File: src/rtl/core/assert_macros.svh
// ----------------------------------------------------------------------------
// assertion macros
// shared concurrent assertion forms, empty when synthesising
// ----------------------------------------------------------------------------
`ifndef ASSERT_MACROS_SVH
`define ASSERT_MACROS_SVH
`ifndef SYNTHESIS
// property must hold at every clock edge outside reset
`define CHECK_PROP(label, clk, rstn, prop, msg) \
    label: assert property (@(posedge clk) disable iff (!rstn) prop) else $error(msg);
// expression must never be true outside reset
`define CHECK_NEVER(label, clk, rstn, expr, msg) \
    label: assert property (@(posedge clk) disable iff (!rstn) !(expr)) else $error(msg);
`else
`define CHECK_PROP(label, clk, rstn, prop, msg)
`define CHECK_NEVER(label, clk, rstn, expr, msg)
`endif
`endif

File: src/rtl/core/trh_pkg.sv
// ----------------------------------------------------------------------------
// traffic rate history package
// item types, operation codes and the window status bundle
// ----------------------------------------------------------------------------
package trh_pkg;

    localparam int TOTAL_W        = 64;
    localparam int PORT_FIELD_W   = 3;
    localparam int BUCKET_FIELD_W = 4;
    localparam int TICKS_W        = 6;
    // widest bucket index, for a window of 64 buckets
    localparam int SLOT_MAX_W     = 6;

    localparam logic [TICKS_W-1:0] TICKS_RESET = 6'd60;

    typedef enum logic [1:0] {
        OP_SAMPLE = 2'd0,
        OP_TICK   = 2'd1,
        OP_READ   = 2'd2,
        OP_NOP    = 2'd3
    } op_t;

    typedef struct packed {
        op_t                       operation;
        logic [PORT_FIELD_W-1:0]   port;
        logic [TOTAL_W-1:0]        rx_total;
        logic [TOTAL_W-1:0]        tx_total;
        logic                      counting_on;
        logic [BUCKET_FIELD_W-1:0] read_bucket;
    } in_item_t;

    typedef struct packed {
        logic [BUCKET_FIELD_W-1:0] current_bucket;
        logic [TOTAL_W-1:0]        rx_value;
        logic [TOTAL_W-1:0]        tx_value;
        logic                      shifted;
    } out_item_t;

    // time window status seen by the datapath
    typedef struct packed {
        logic [SLOT_MAX_W-1:0] active_bucket;
        logic [SLOT_MAX_W-1:0] ring_base;
        logic                  shifted;
    } win_state_t;

endpackage

File: src/rtl/core/trh_window.sv
// ----------------------------------------------------------------------------
// time window control
// second and minute counters, window full flag and ring base of the buckets
// ----------------------------------------------------------------------------
`include "assert_macros.svh"

module trh_window #(
    parameter int BUCKETS = 16
) (
    input  logic                          aclk,
    input  logic                          aresetn,
    input  logic                          cfg_wr_en,
    input  logic [trh_pkg::TICKS_W-1:0]   cfg_wr_data,
    input  logic                          tick_en,
    output trh_pkg::win_state_t           win
);

    localparam int BW = $clog2(BUCKETS);
    localparam logic [BW:0]   MINUTE_WRAP = (BW+1)'(BUCKETS);
    localparam logic [BW-1:0] LAST_SLOT   = BW'(BUCKETS - 1);
    localparam logic [BW-1:0] ONE_SLOT    = BW'(1);

    logic [trh_pkg::TICKS_W-1:0] ticks_reg;
    logic [trh_pkg::TICKS_W-1:0] second_reg, second_next;
    logic [BW-1:0]               minute_reg, minute_next;
    logic [BW-1:0]               base_reg, base_next;
    logic [BW-1:0]               active_reg, active_next;
    logic                        full_reg, full_next;
    logic                        shifted_reg, shifted_next;

    // tick handling: roll seconds into minutes, shift the ring once full
    always_comb begin
        second_next  = second_reg;
        minute_next  = minute_reg;
        base_next    = base_reg;
        active_next  = active_reg;
        full_next    = full_reg;
        shifted_next = shifted_reg;
        if (tick_en) begin
            shifted_next = 1'b0;
            if (({1'b0, second_reg} + 7'd1) >= {1'b0, ticks_reg}) begin
                second_next = '0;
                if (({1'b0, minute_reg} + {{BW{1'b0}}, 1'b1}) >= MINUTE_WRAP) begin
                    minute_next = '0;
                    full_next   = 1'b1;
                end else begin
                    minute_next = minute_reg + ONE_SLOT;
                end
                if (full_next) begin
                    shifted_next = 1'b1;
                    base_next    = (base_reg == LAST_SLOT) ? '0 : base_reg + ONE_SLOT;
                end
            end else begin
                second_next = second_reg + 6'd1;
            end
            active_next = full_next ? LAST_SLOT : minute_next;
        end
    end

    // counters and configuration register
    always_ff @(posedge aclk) begin
        if (!aresetn) begin
            ticks_reg   <= trh_pkg::TICKS_RESET;
            second_reg  <= '0;
            minute_reg  <= '0;
            base_reg    <= '0;
            active_reg  <= '0;
            full_reg    <= 1'b0;
            shifted_reg <= 1'b0;
        end else begin
            if (cfg_wr_en) begin
                ticks_reg <= cfg_wr_data;
            end
            second_reg  <= second_next;
            minute_reg  <= minute_next;
            base_reg    <= base_next;
            active_reg  <= active_next;
            full_reg    <= full_next;
            shifted_reg <= shifted_next;
        end
    end

    assign win.active_bucket = trh_pkg::SLOT_MAX_W'(active_reg);
    assign win.ring_base     = trh_pkg::SLOT_MAX_W'(base_reg);
    assign win.shifted       = shifted_reg;

    `CHECK_PROP(a_base_in_range, aclk, aresetn, {1'b0, base_reg} < MINUTE_WRAP, "ring base beyond window")
    `CHECK_PROP(a_shift_needs_full, aclk, aresetn, shifted_reg |-> full_reg, "shift before window full")
    `CHECK_PROP(a_full_uses_top, aclk, aresetn, full_reg |-> active_reg == LAST_SLOT, "full window not on top bucket")

endmodule

File: config.mk
export PLATFORM = sky130hd
export DESIGN_NAME = trh_window
export DESIGN_NICKNAME = d
export VERILOG_FILES = /design/src/rtl/core/trh_pkg.sv /design/src/rtl/core/trh_window.sv
export VERILOG_INCLUDE_DIRS = /design/src /design/src/rtl/core
export SDC_FILE = /design/constraint.sdc
export NUM_CORES = 1
export LEC_CHECK = 0
export BUFFER_PORTS_ARGS = -buffer_cell sky130_fd_sc_hd__buf_2
export CAP_MARGIN = 20
export CORE_ASPECT_RATIO = 1.1
export CORE_MARGIN = 2
export CORE_UTILIZATION = 50
export CTS_BUF_LIST = sky130_fd_sc_hd__clkbuf_8
export DETAILED_ROUTE_END_ITERATION = 16
export PLACE_DENSITY = 0.71
export SLEW_MARGIN = 30
export SYNTH_ARGS = -nofsm -noshare
export SYNTH_HDL_FRONTEND = slang
export SYNTH_SLANG_ARGS = --single-unit
File: constraint.sdc
create_clock -name aclk -period 2.7 [get_ports aclk]
set_input_delay 0.405 -clock aclk [delete_from_list [all_inputs] [get_ports aclk]]
set_output_delay 0.405 -clock aclk [all_outputs]
set_load 0.1 [all_outputs]
# After elaboration in Yosys (flattened, before gate mapping)
# Index checks and enable logic that the tools add are counted.
[totals]
register_bits = 26
input_bits = 10
wordCells = 28
[op_classes]
add_sub_neg = 5
magnitude_cmp = 2
n_eq_ne = 1
n_mux = 12
reduce_logical = 1
[op_table]
columns = ["op", "n"]
rows = [
  ["2-to-1 mux 4 bit", 4],
  ["adder 4 x 1 -> 4 bit (second input constant)", 2],
  ["adder 6 x 1 -> 7 bit (second input constant)", 1],
  [">= comparator 7 x 6 -> 1 bit", 1],
  ["2-to-1 mux 1 bit", 7],
  ["adder 6 x 1 -> 6 bit (second input constant)", 1],
  ["2-to-1 mux 6 bit", 1],
  ["adder 4 x 1 -> 5 bit (second input constant)", 1],
  [">= comparator 5 bit (second input constant)", 1],
  ["equality test 4 bit (second input constant)", 1],
  ["AND reduction 3 bit", 1],
]

# Longest topological paths before layout
[logic_depth]
depth_word = 8
mapped_depth = 10

# Worst setup path after synthesis
# No wires, ideal clock.
[synth_path]
path_type = "register -> register"
start = "register second_reg[0] (netlist name)"
end = "register second_reg[3] (netlist name)"
setup_time_ps = 74
arrival_time_ps = 2182
slack_ps = 443
path_stages_with_launch = 10
n_path_buf = 0
period_less_slack_ps = 2257
cell_sequence = "dfxtp_1 ha_1 nand3_4 xnor2_1 ha_1 a21oi_2 o221ai_4 a21o_4 or4_1 a31oi_1"
[synth_via]
elab_chain_cells = 3
[synth_lines]
columns = ["element", "line", "rtl"]
rows = [
  ["start, declared", "trh_window.sv:24", "logic [trh_pkg::TICKS_W-1:0] second_reg, second_next;"],
  ["start signal, assigned", "trh_window.sv:74", "second_reg <= second_next;"],
  ["adder 6 x 1 -> 7 bit", "trh_window.sv:41", "if (({1'b0, second_reg} + 7'd1) >= {1'b0, ticks_reg}) begin"],
  [">= comparator 7 x 6 -> 1 bit", "trh_window.sv:41", ""],
  ["2-to-1 mux 6 bit *", "trh_window.sv:41", ""],
]
# Mark *: on every way between the ends. The rest lies on a longest branch, timed or not.
# A chain may end at the register's enable or synchronous reset.

# Worst setup path after layout
[layout_path]
start = "register second_reg[0] (netlist name)"
end = "register base_reg[0]"
[layout_via]
elab_chain_cells = 3
[layout_lines]
columns = ["element", "line", "rtl"]
rows = [
  ["adder 6 x 1 -> 7 bit", "trh_window.sv:41", ""],
  [">= comparator 7 x 6 -> 1 bit", "trh_window.sv:41", ""],
  ["AND reduction 3 bit (no source line)", "-", ""],
  ["end signal, assigned", "trh_window.sv:76", "base_reg <= base_next;"],
  ["end, declared", "trh_window.sv:26", "logic [BW-1:0] base_reg, base_next;"],
]
# No other way between the ends.

==> summary.txt <==
Timing
  • Final hold violations: 0
  • FMAX: 395 MHz
  • Fin. max-slew vios: 0
  • Rel. slew slack: 0.640
  • Clock skew: 0.00617 ns
  • Fin crit share: 0.939
  • RSZ-0062 raised after global routing: no
  • Tmin final: 2.53 ns
  • Setup Total Neg Slack: 0 ns
  • Endpoints failing setup: 0
  • Worst-margin pin slew: 0.539 ns
  • WHS: 0.346 ns

Layout
  • Synth-to-Final Area Change: 7.83%
  • Antenna cell count: 0
  • Final nets: 209
  • Ratio of cells with drive above 1 in the final layout: 0.175

Global route
  • Global-route met1 utilization: 0.251
  • Initial antenna violation count: 0
  • Met3 global-route usage: 0.0248
  • GRT Util Overall: 0.205
  • Largest net degree at the start of global routing: 21
  • Vias in the first global route: 1324
  • GR peak layer: met2
  • M2 GR Usage: 0.369
  • Total congestion overflow: 0
  • Wire length of the first global-routing pass: 5640 µm

Routing
  • Drt pass-1 iters: 4
  • Vias post-DR: 1328
  • Vias per cell: 5.98
  • Post-detailed-route count of antenna-violating nets: 0
  • Routed WL per cell: 14.3 µm
  • WL final: 3180 µm
  • Detailed Route Iter0 Violations: 57
  • DRC viols: 0

Logic synthesis
  • Netlist Area Pre-Place: 1520 µm²
  • Yosys reg bits: 26
  • Cells after Synth: 178
  • Register area share after synthesis: 0.343
  • Syn avg cell area: 8.53 µm²
  • Synth cell types: 47
  • Ys flop type: dfxtp_1
  • EDFF count, synth: 0
  • Synth top area share: 0.343
  • Synth area leader: dfxtp_1
  • Syn. warnings: 0
  • Async S/R FF share, synth: 0
  • Top cells by area, synth: dfxtp_1 34%, ha_1 7.4%, a21oi_1 4.3%

Die
  • Initial Util: 0.537
  • # IOs: 23
  • Die height: 61.8 µm
  • Core area: 2830 µm²
  • Core Rows: 20
  • Die width: 56.6 µm
  • Die Area: 3500 µm²

Setup path
  • Critical path data arrival time: 2.68 ns
  • Kind of critical path: flip-flop to flip-flop
  • CP startpoint kind: flip-flop
  • Req. time, crit path: 2.85 ns
  • Worst Setup End Kind: flip-flop
  • Crit Path Max Fanout: 8

Placed design
  • Placer Congestion: 0.850
  • DP HPWL: 2290 µm
  • Buffers on Ports: 18

Clock network
  • CTS tree: done
  • Clock Latency Late Sink: 0.27 ns
  • Clk buf depth: 2
  • Cts repair resizes: 0
  • Cell chosen for the clock root: clkbuf_8
  • Clk pin slew, worst setup/hold paths: 0.09 ns
  • H-tree lvl count: 1
  • Hold Buf Count CTS: 0
  • TritonCTS buffer count: 3
  • Post-CTS Setup Inserts: 0
  • Clock Sinks: 26

Pwr
  • Maximum VDD drop: 0.317 mV
  • Total power: 0.000759 W
  • Leak pwr: 0.667 nW
  • P per Cell Area: 464 nW/µm²

Run
  • Max-cap violation count: 0

Status
  • Run status: finished, final reports clean

Worst hold path
  • Hold/Removal Path Class: input pin to flip-flop
## synth_stat cells, drive strengths merged, types with 5 or more instances
| cell | number |
|---|---|
| a21oi | 15 |
| buf | 11 |
| clkbuf | 5 |
| dfxtp | 26 |
| ha | 9 |
| inv | 11 |
| mux2i | 5 |
| nand2 | 17 |
| nand3 | 14 |
| nor2 | 5 |
| o211ai | 5 |
| o21ai | 9 |
## cell usage in the layout, fill, tap and decap left out, types with 3 or more instances in the layout
cell      netlist  routed
nand3_1        13      13
nor3_1          3       3
mux2i_1         5       5
a21oi_1        13      13
clkbuf_8        0       4
inv_1          11      11
ha_1            9       9
or3_1           3       3
buf_2           5      18
nand2_1        17      17
nand2b_1        3       3
o211ai_1        5       5
nor2b_1         4       4
o21ai_1         3       3
dfxtp_1        26      26
o21ai_0         6       6
nor2_1          5       5
conb_1          1       4
## path summary, 6_finish.rpt
path	from	end	slack [ns]	cells after the start
setup / recovery	second_reg[0]	base_reg[0]	0.17	10
setup reg to reg	second_reg[0]	base_reg[0]	0.17	10
hold / removal	cfg_wr_data[3]	ticks_reg[3]	0.35	3
hold reg to reg	second_reg[1]	second_reg[1]	0.50	2
## cells by family after synthesis
logic type | count (synthesis) | synth area share
AOI/OAI and AO/OA | 46 | 0.217
and+or+nand+nor | 60 | 0.218
muxes | 5 | 0.0330
buffers and inverters | 27 | 0.0890
xor gates and xnor gates | 4 | 0.0231
other | 1 | 0.00247
adders and majority gates | 9 | 0.0741
DFF | 26 | 0.343
## worst max-delay path: stages (launching register included)
cell	delay (ns)
dfxtp_1	0.40
ha_1	0.28
nand3_4	0.13
xnor2_1	0.16
ha_1	0.32
a21oi_2	0.07
o221ai_4	0.25
a21oi_2	0.07
buf_4	0.19
nor3_2	0.35
o21ai_0	0.18
## layout make-up
| cell class | instances | area (µm²) |
|---|---|---|
| sequential | 26 | 520 |
| tap | 33 | 41.3 |
| fill | 269 | 1190 |
| inverter | 11 | 41.3 |
| multi-input combinational | 128 | 875 |
| timing repair buffer | 20 | 105 |
| clock buffer | 4 | 55.1 |
## report_power, final
part / leakage [nW] / internal (W) / switching, W / total (W)
logic: 0.426 / 0.0000247 / 0.0000806 / 0.000105
registers: 0.212 / 0.000393 / 0.00000549 / 0.000399
clock network: 0.0288 / 0.000131 / 0.000124 / 0.000255
total: 0.667 / 0.000549 / 0.000210 / 0.000759
## per-stage QoR
step	worst slack [ns]	utilization	std cells	instance area (µm²)
floorplan	0.443	-	181	1530
global placement	0.318	0.560	218	1580
detailed placement	0.169	0.560	218	1580
CTS	0.150	0.579	222	1640
global route	0.00341	0.579	222	1640
finish	0.166	0.579	222	1640
## per-layer routing
layer | vias to the layer above | part of all wire
met5 | - | 0
li1 | 653 | -
met3 | 4 | 0.040
met1 | 645 | 0.46
met2 | 26 | 0.49
met4 | 0 | 0.0091
(Power assumes the default switching activity.)
